--- config.mk ---
export PLATFORM = sky130hd
export DESIGN_NAME = xtea_half_round
export DESIGN_NICKNAME = d
export VERILOG_FILES = /design/src/design/xtea_pkg.sv /design/src/design/xtea_half_round.sv
export SDC_FILE = /design/constraint.sdc
export NUM_CORES = 1
export LEC_CHECK = 0
export ABC_AREA = 1
export BUFFER_PORTS_ARGS = -buffer_cell sky130_fd_sc_hd__buf_2
export CAP_MARGIN = 20
export CORE_ASPECT_RATIO = 1.25
export CORE_MARGIN = 4
export CORE_UTILIZATION = 50
export DETAILED_ROUTE_END_ITERATION = 6
export GPL_TIMING_DRIVEN = 0
export PLACE_DENSITY = 0.9
export SYNTH_ARGS = -nofsm -noshare
export SYNTH_HDL_FRONTEND = slang
export SYNTH_SLANG_ARGS = --single-unit
--- constraint.sdc ---
create_clock -name i_clk -period 3.1 [get_ports i_clk]
set_input_delay 0.62 -clock i_clk [delete_from_list [all_inputs] [get_ports i_clk]]
set_output_delay 0.62 -clock i_clk [all_outputs]
set_load 0.05 [all_outputs]
--- src/design/xtea_pkg.sv ---
`timescale 1ns / 1ps
`default_nettype none
// ----------------------------------------------------------------------------
// XTEA package
// Shared constants, register codes and round helper functions.
// ----------------------------------------------------------------------------
package xtea_pkg;

    localparam int unsigned ROUNDS    = 32;
    localparam int unsigned WORD_W    = 32;
    localparam int unsigned KEY_WORDS = 4;
    localparam int unsigned SUM_SHIFT = 11;
    localparam int unsigned ADDR_W    = 4;
    localparam logic [WORD_W-1:0] DELTA = 32'h9E37_79B9;

    typedef logic [WORD_W-1:0] t_word;

    // key register codes, paddr[3:2]
    typedef enum logic [1:0] {
        REG_KEY0 = 2'd0,
        REG_KEY1 = 2'd1,
        REG_KEY2 = 2'd2,
        REG_KEY3 = 2'd3
    } t_reg_idx;

    // running sum after n rounds, modulo 2^32
    function automatic t_word round_sum(input int unsigned n);
        t_word acc;
        acc = '0;
        for (int unsigned i = 0; i < n; i++) begin
            acc = acc + DELTA;
        end
        return acc;
    endfunction

    // key word used by the left half-round
    function automatic t_reg_idx left_key_idx(input t_word s);
        return t_reg_idx'(s[1:0]);
    endfunction

    // key word used by the right half-round
    function automatic t_reg_idx right_key_idx(input t_word s);
        return t_reg_idx'(s[SUM_SHIFT+1:SUM_SHIFT]);
    endfunction

    function automatic t_word mix_word(input t_word w);
        return ((w << 4) ^ (w >> 5)) + w;
    endfunction

endpackage
`default_nettype wire

--- src/design/xtea_half_round.sv ---
`timescale 1ns / 1ps
`default_nettype none
// ----------------------------------------------------------------------------
// XTEA half-round stage
// One registered Feistel half-round: updates either the left or right word.
// ----------------------------------------------------------------------------
module xtea_half_round #(
    parameter xtea_pkg::t_word SUM          = '0,
    parameter bit              UPDATE_RIGHT = 1'b0
) (
    input  wire logic            i_clk,
    input  wire logic            i_rst_n,
    input  wire logic            i_adv,
    input  wire logic            i_valid,
    input  wire xtea_pkg::t_word i_left,
    input  wire xtea_pkg::t_word i_right,
    input  wire xtea_pkg::t_word i_key,
    output logic                 o_valid,
    output xtea_pkg::t_word      o_left,
    output xtea_pkg::t_word      o_right
);

    logic            r_valid;
    xtea_pkg::t_word r_left, r_right;
    xtea_pkg::t_word n_left, n_right;
    xtea_pkg::t_word w_src, w_mix;

    always_comb begin
        w_src   = UPDATE_RIGHT ? i_left : i_right;
        w_mix   = xtea_pkg::mix_word(w_src) ^ (SUM + i_key);
        n_left  = UPDATE_RIGHT ? i_left : i_left + w_mix;
        n_right = UPDATE_RIGHT ? i_right + w_mix : i_right;
    end

    always_ff @(posedge i_clk) begin
        if (!i_rst_n) begin
            r_valid <= 1'b0;
        end else if (i_adv) begin
            r_valid <= i_valid;
        end
    end

    always_ff @(posedge i_clk) begin
        if (i_adv) begin
            r_left  <= n_left;
            r_right <= n_right;
        end
    end

    assign o_valid = r_valid;
    assign o_left  = r_left;
    assign o_right = r_right;

endmodule
`default_nettype wire

==> run metrics, run 1 <==
gr ovfl total 1; # port buffers 164; number of core rows 46; Placer Congestion 0.9746; largest net degree at the start of global routing 37; Placed Cells 1,232; initial antenna violation count 2; syn avg cell area 7.365 um2; flops & latches, synth 65; Cells after Synth 899; Die Y 136.7 um; GRT worst endpoint o_left[26]$_DFFE_PP_/D; clk sink count 65; yosys warns 0; worst ep type register data pin; Post-Syn Area 6621 um2; total global routing track utilization 59.56%; CTS buffer count 9; Clock Path Buffers 2; Distinct cells, synth 33; hold-fix buffer count after cts 0; Mapped Nets 1,070; Root Driver clkbuf_16; effective utilization at floorplan 51.59%; H-Tree Depth 3; status stopped before the end; post-DP HPWL 16,110 um; Top Ports 165; Seq/Total Area, Yosys 29.33%; Die Span X 110.9 um; Failed at global routing; stop err [ERROR GRT-0232] Routing congestion too high. Check the congestion heatmap in the GUI.
[metrics by stage]
stage	util [%]	TNS [ps]	hold slack, ps	instance area (um2)	setup slack [ps]
4_1_cts	72.58	-1471	472.5	9315	-149.6
3_3_place_gp	60.34	-12500	515.6	7745	-730.8
3_5_place_dp	60.50	-13650	537.5	7765	-758.7
2_1_floorplan	-	-419.2	713.5	6714	-80.45
[per-layer routing]
metal	track usage, %	GRT overflow
met3	38.88	0
met4	57.63	0
met5	7.000	0
met1	57.72	0
met2	83.84	1
[what timing repair did]
item                       in CTS
buffers inserted               39
setup endpoints to repair      21
resized for setup             226
pin swaps                      97
[cells in the mapped netlist]
cell type	instances	area share [%]
a21boi_0	2	0.23
a21o_1	6	0.68
a21oi_1	67	5.1
a31oi_1	2	0.19
and2_1	1	0.095
and3_1	2	0.19
dfxtp_1	1	0.30
edfxtp_1	64	29
fa_1	2	0.60
ha_1	69	13
inv_1	125	7.1
inv_2	1	0.057
nand2_1	261	15
nand2_2	11	1.0
nand3_1	46	3.5
nand3_2	2	0.30
nand3b_1	4	0.45
nand4_1	11	1.0
nor2_1	65	3.7
nor2_2	7	0.66
nor2_4	1	0.17
nor3_1	9	0.68
nor3_2	5	0.76
nor4_1	3	0.28
o211ai_1	1	0.11
o21a_1	4	0.45
o21ai_0	19	1.4
o21ai_1	2	0.15
o21bai_1	12	1.4
o21bai_2	1	0.17
xnor2_1	21	2.8
xor2_1	71	9.4
xor2_2	1	0.25
[cells by family after synthesis]
kind of cell,count (synthesis),synth area share [%]
fa+ha+maj,71,13.64
flops,65,29.33
xor+xnor,93,12.42
simple gates,428,27.63
compound gates,116,9.845
buf+inv,126,7.143
==> inputs of run 2 (changes only) <==
--- a/config.mk
+++ b/config.mk
@@ -8,12 +8,11 @@
 export ABC_AREA = 1
 export BUFFER_PORTS_ARGS = -buffer_cell sky130_fd_sc_hd__buf_2
 export CAP_MARGIN = 20
-export CORE_ASPECT_RATIO = 1.25
 export CORE_MARGIN = 4
-export CORE_UTILIZATION = 50
+export CORE_UTILIZATION = 40
 export DETAILED_ROUTE_END_ITERATION = 6
 export GPL_TIMING_DRIVEN = 0
-export PLACE_DENSITY = 0.9
+export PLACE_DENSITY_LB_ADDON = 0.15
 export SYNTH_ARGS = -nofsm -noshare
 export SYNTH_HDL_FRONTEND = slang
 export SYNTH_SLANG_ARGS = --single-unit
==> constraint.sdc (replaced) <==
create_clock -name i_clk -period 4 [get_ports i_clk]
set_input_delay 0.8 -clock i_clk [delete_from_list [all_inputs] [get_ports i_clk]]
set_output_delay 0.8 -clock i_clk [all_outputs]
set_load 0.05 [all_outputs]
==> run 2 against run 1 <==
  * The flow now finishes without violations
  * Synthesized cell count unchanged
  * Area after synthesis unchanged
==> run metrics, run 2 <==
Seq/Total Area, Yosys 29.33% (unchanged); Logic pwr share 58.6%; Total Routed Length 19,340 um; Clock Path Buffers 2 (unchanged); Final WS setup 206.8 ps; clock slew at reported path FFs 60 ps; initial antenna violation count 1; maximum fanout along the worst path 4; DRC viols 0; Cells after Synth 899 (unchanged); Area growth syn-to-layout 23.58%; DR vias 6,300; core footprint 16,060 um2; post-synthesis async set-or-reset flop share 0% (unchanged); effective utilization at floorplan 41.23% (-10 points); Hold Path Class reg2reg; Achievable Freq 0.2636 GHz; first-pass GRT wire length 30,340 um; H-Tree Depth 3 (unchanged); P_leak 4.137 nW; layout cell share with drive strength beyond 1 21.88%; Post-synth EDFFs 64 (unchanged); Post-Syn Area 6621 um2 (unchanged); critical path class in2reg; Max Cap Violations 0; commonest non-fill, non-tap cell in the layout nand2_1; critical path startpoint category input pin; critical path capture point type flop; Root Driver clkbuf_16; setup_tns 0 ps; Fin. Hold Viols 0; Vias per Instance 4.850; Worst Skew 0 ps; largest net degree at the start of global routing 67; Worst-Margin Slew 867.9 ps; total global routing track utilization 21.21%; internal power 0.002361 W; pre-CTS setup slack -319.8 ps (+438.9 ps); cell with the most instances after synthesis nand2_1; drt pass-1 iters 5; Die Y 136.7 um (unchanged); vias in the first global route 6,042; area leader, netlist edfxtp_1; flops & latches, synth 65 (unchanged); Sw Ratio 48.64%; syn avg cell area 7.365 um2 (unchanged); ant diodes 0; share of power burned in registers 22.3%; routed len/inst 14.89 um; Slew Viols, Final 0; commonest non-fill, non-tap cells in the layout nand2_1, buf_2, inv_1; Final Util 50.96%; Pwr per Cell Area 561.8 nW/um2; CTS tree done; clk sink count 65 (unchanged); crit path time final 3793 ps; synth cell count leaders nand2_1, inv_1, xor2_1, ha_1, a21oi_1; Iteration-0 DRC Markers 357; Mapped Nets 1,070 (unchanged); hold-fix buffer count after cts 0 (unchanged); CTS buffer count 9 (unchanged); gr ovfl total 0; Top FF cell, synth edfxtp_1; Critical Path RT 4100 ps; Die Span X 136.7 um (+23%); clk_lat worst skew 350 ps; yosys warns 0 (unchanged); number of core rows 46 (unchanged); Slew Limit Headroom 42.14%; Top Ports 165 (unchanged); Psw 0.002236 W; die area 18,680 um2; total power 0.004597 W; Peak supply drop 0.3270 mV; crit path DAT 3890 ps; # port buffers 164 (unchanged); dominant cells by area after synthesis edfxtp_1, nand2_1, ha_1; status finished clean; share of the synthesized area in the top cell type 29.02% (unchanged); nets 1,249; Non-Filler Instances 1,299; final worst path period share 94.83%; Distinct cells, synth 33 (unchanged); Placer Congestion 0.9356 (-4.0%); post-route ant nets 0; Filler cells 1,607; clock share of power 19.1%; count of final setup violators 0; Placed Cells 1,279 (+3.8%); post-DP HPWL 16,180 um (+0.43%)
run 2: layout make-up:
type / count / area (um2) / share of cell area, %
Inverter: 126 / 473.0 / 5.780
Clock buffer: 9 / 225.2 / 2.752
Multi-Input combinational cell: 708 / 4318 / 52.77
Timing Repair Buffer: 168 / 853.3 / 10.43
Sequential cell: 65 / 1942 / 23.73
Tap cell: 216 / 270.3 / 3.303
Clock inverter: 7 / 101.3 / 1.239
run 2: cells by family after synthesis:
family / Yosys count / synth area share (%)
and+or+nand+nor: 428 / 27.63
buffers and inverters: 126 / 7.143
xor gates and xnor gates: 93 / 12.42
AOI/OAI and AO/OA: 116 / 9.845
adders and majority gates: 71 / 13.64
DFF: 65 / 29.33
run 2: power groups by stage:
stage	Clock (W)	Combinational (W)	Sequential (W)
floorplan	0	0.00138	0.00164
global placement	0	0.00261	0.00104
detailed placement	0	0.00262	0.00104
CTS	0.000905	0.00263	0.00103
global route	0.000946	0.00297	0.00104
finish	0.000880	0.00269	0.00102
run 2: per-stage QoR:
| step | hold slack [ps] | area, um2 |
|---|---|---|
| after detailed placement | 541.4 | 7715 |
| after CTS | 555.6 | 8041 |
| after floorplan | 753.5 | 6621 |
| after global routing | 601.0 | 8183 |
| after global placement | 521.4 | 7712 |
| final | 544.3 | 8183 |
run 2: path summary, 6_finish.rpt:
kind	from	end	slack, ps	depth (start not counted)
max reg2reg	o_valid	o_valid	3340	2
min reg2reg	o_valid	o_valid	540	2
min	o_valid	o_valid	540	2
max	i_right[5]	o_left[29]	210	20
run 2: layer usage:
| layer | GRT usage [%] | share of wire (%) | vias to the layer above |
|---|---|---|---|
| met4 | 6.943 | 1.7 | 2 |
| met5 | 0 | 0.062 | - |
| met2 | 33.27 | 44 | 193 |
| li1 | - | - | 3301 |
| met1 | 29.65 | 48 | 2781 |
| met3 | 3.640 | 6.4 | 23 |
run 2: critical path: stages:
cell and delay (ps):
buf_2 140, ha_2 190, inv_1 50, fa_1 400, nand3b_1 200, nand2_2 120, nand2_1 80, nand2_2 100
nand2_1 60, nand2_1 140, a21oi_1 100, xor2_1 240, ha_1 320, a21oi_2 210, o21ai_0 140, o21bai_1 220
a21oi_2 200, nand2_1 70, nand2_1 50, nand2_1 50
run 2: timing repair:
item	CTS	global route
resized for setup	0	26
hold endpoints to repair	0	0
endpoints found under the setup margin	0	15
setup buffers	0	4
Power figures use the tool's default switching activity.
==> inputs of run 3 (changes only) <==
--- a/config.mk
+++ b/config.mk
@@ -9,7 +9,7 @@
 export BUFFER_PORTS_ARGS = -buffer_cell sky130_fd_sc_hd__buf_2
 export CAP_MARGIN = 20
 export CORE_MARGIN = 4
-export CORE_UTILIZATION = 40
+export CORE_UTILIZATION = 45
 export DETAILED_ROUTE_END_ITERATION = 6
 export GPL_TIMING_DRIVEN = 0
 export PLACE_DENSITY_LB_ADDON = 0.15
==> run 3 against run 2 <==
  * Worst setup slack better by 51 ps
  * Clock power decreased by 2%
  * Final area decreased by 0.64%
  * Core utilization is 5.2 points higher
  * Count of clock-buffer cells in the layout increased by 1
  * Non-clock buffer count unchanged
  * Die area decreased by 10%
  * Global-route usage up 1.6 points
  * Wire length shrank 2.3%
  * Critical path type unchanged
==> run metrics, run 3 (same netlist as run 2, synthesis figures left out) <==
clk_lat worst skew 340 ps (about the same); internal power 0.002356 W (-0.23%); critical path capture point type flop; core footprint 14,480 um2 (-9.8%); share of power burned in registers 22.4% (about the same); Root Driver clkbuf_16; Slew Limit Headroom 55.72% (+14 points); Crit Reg-Reg Endpoint o_valid; reg-to-reg critical path startpoint o_valid; Slew Viols, Final 0 (unchanged); crit path DAT 3840 ps (-50 ps); HP Start o_valid; final worst path period share 93.56% (-1.3 points); initial antenna violation count 1 (unchanged); CTS buffer count 9 (unchanged); first-pass GRT wire length 29,640 um (-2.3%); vias in the first global route 6,022 (-0.33%); gr ovfl total 0 (unchanged); largest net degree at the start of global routing 42 (-37%); routed len/inst 14.91 um (+0.12%); clock slew at reported path FFs 60 ps (about the same); # port buffers 164 (unchanged); commonest non-fill, non-tap cells in the layout nand2_1, buf_2, inv_1; hold slack 542.1 ps (-2.286 ps); Worst Skew 0 ps (unchanged); Psw 0.002218 W (-0.78%); effective utilization at floorplan 45.73% (+4.5 points); commonest non-fill, non-tap cell in the layout nand2_1; total global routing track utilization 22.76% (+1.6 points); number of core rows 44 (-4.3%); CP cell instances buf_2 -> ha_2 -> inv_1 -> fa_1 -> nand3b_1 -> nand2_2 -> nand2_1 -> nand2_2 -> nand3_1 -> nand2_2 -> xor2_1 -> ha_1 -> a21oi_2 -> nand2_1 -> a21oi_1 -> nand2_2 -> a21oi_2 -> inv_1 -> nand2_1 -> nand2_1; Sw Ratio 48.50% (-0.14 points); flop2flop setup slack 3380 ps (+40 ps); post-route ant nets 0 (unchanged); CTS tree done; crit path time final 3742 ps (-50.88 ps); P_leak 4.138 nW (about the same); Die Span X 129.3 um (-5.4%); DR vias 6,367 (+1.1%); Slowest-stage cell, CP fa_1; maximum fanout along the worst path 5 (+1); setup_tns 0 ps (unchanged); Area growth syn-to-layout 22.79%; Clock Path Buffers 2 (unchanged); Vias per Instance 5.025 (+3.6%); Filler cells 1,452 (-9.6%); Pwr per Cell Area 562.6 nW/um2 (+0.15%); post-DP HPWL 16,030 um (-0.95%); nets 1,249 (unchanged); H-Tree Depth 3 (unchanged); critical path startpoint category input pin; Placer Congestion 0.9287 (-0.74%); Hold Path Class reg2reg; Final Util 56.15% (+5.2 points); DRC viols 0 (unchanged); total power 0.004574 W (-0.50%); clk sink count 65 (unchanged); count of final setup violators 0 (unchanged); Max Cap Violations 0 (unchanged); clock share of power 18.9% (-0.2 points); hold depth 2 (unchanged); Hold Path End o_valid; r2r worst-path depth 2 (unchanged); die area 16,720 um2 (-10%); Logic pwr share 58.7% (about the same); CP max stage delay 390 ps (about the same); drt pass-1 iters 5 (unchanged); Iteration-0 DRC Markers 457 (+28%); critical path class in2reg; layout cell share with drive strength beyond 1 21.42% (-0.46 points); hold-fix buffer count after cts 0 (unchanged); Total Routed Length 18,890 um (-2.3%); CP bufs+invs 3 (+1); status finished clean; Top delay family on crit path simple AND/OR/NAND/NOR gates; Worst-Margin Slew 664.1 ps (-203.7 ps); Critical Path RT 4100 ps (about the same); Top Ports 165 (unchanged); Achievable Freq 0.2672 GHz (+1.4%); Die Y 129.3 um (-5.4%); Peak supply drop 0.2464 mV (-25%); ant diodes 0 (unchanged); Fin. Hold Viols 0 (unchanged)
-- run 3: cell types whose count changed in the layout (fill, tap and decap cells not counted), sizes merged --
cell    before  now
inv        128  126
clkbuf       9   10
clkinv       1    2
-- run 3: repair_timing --
item	4_1_cts	5_1_grt
hold endpoints to repair	0	0
setup buffers	0	3
setup endpoints to repair	0	14
resized for setup	0	23
-- run 3: cell type report --
class / instances / area (um2) / share of cell area, %
clock buffer: 10 / 229.0 / 2.816
tap: 184 / 230.2 / 2.832
clock inverter: 6 / 92.59 / 1.139
sequential: 65 / 1942 / 23.88
inverter: 126 / 473.0 / 5.817
multi-input combinational: 708 / 4300 / 52.89
timing repair buffer: 168 / 863.3 / 10.62
-- run 3: worst max path at each step --
stage               depth (start not counted)    endpoint   startpoint  slack [ps]
CTS                                        20  o_left[31]   i_right[5]          30
floorplan                                  19  o_left[29]   i_right[0]         480
finish                                     20  o_left[31]   i_right[5]         260
detailed placement                         20  o_left[31]   i_right[5]        -330
global route                               22  o_left[31]  i_right[12]         -10
global placement                           20  o_left[29]   i_right[5]        -360
-- run 3: stage by stage --
stage	instances	cell area (um2)	setup WS [ps]
6_report	1267	8130	257.7
5_1_grt	1267	8130	-13.68
4_1_cts	1264	8014	28.27
3_5_place_dp	1248	7692	-325.9
3_3_place_gp	1247	7672	-355.2
2_1_floorplan	899	6621	477.5
-- run 3: routing by layer --
metal	global-route usage, %	vias up	part of all wire, %
met5	0	-	0.069
met4	6.794	2	2.1
met3	4.905	28	6.9
met2	36.25	221	44
met1	31.17	2804	47
li1	-	3312	-
-- run 3: worst register-to-register path, cell delays in order, from the launching register on --
cell     delay (ps)
dfxtp_1         300
o21ai_0         150
a21oi_1          50
-- run 3: power by group through the flow --
stage	registers, W	clock network (W)	logic [W]
6_report	0.00103	0.000863	0.00269
5_1_grt	0.00104	0.000905	0.00296
4_1_cts	0.00103	0.000877	0.00263
3_5_place_dp	0.00104	0	0.00262
3_3_place_gp	0.00104	0	0.00260
2_1_floorplan	0.00164	0	0.00138
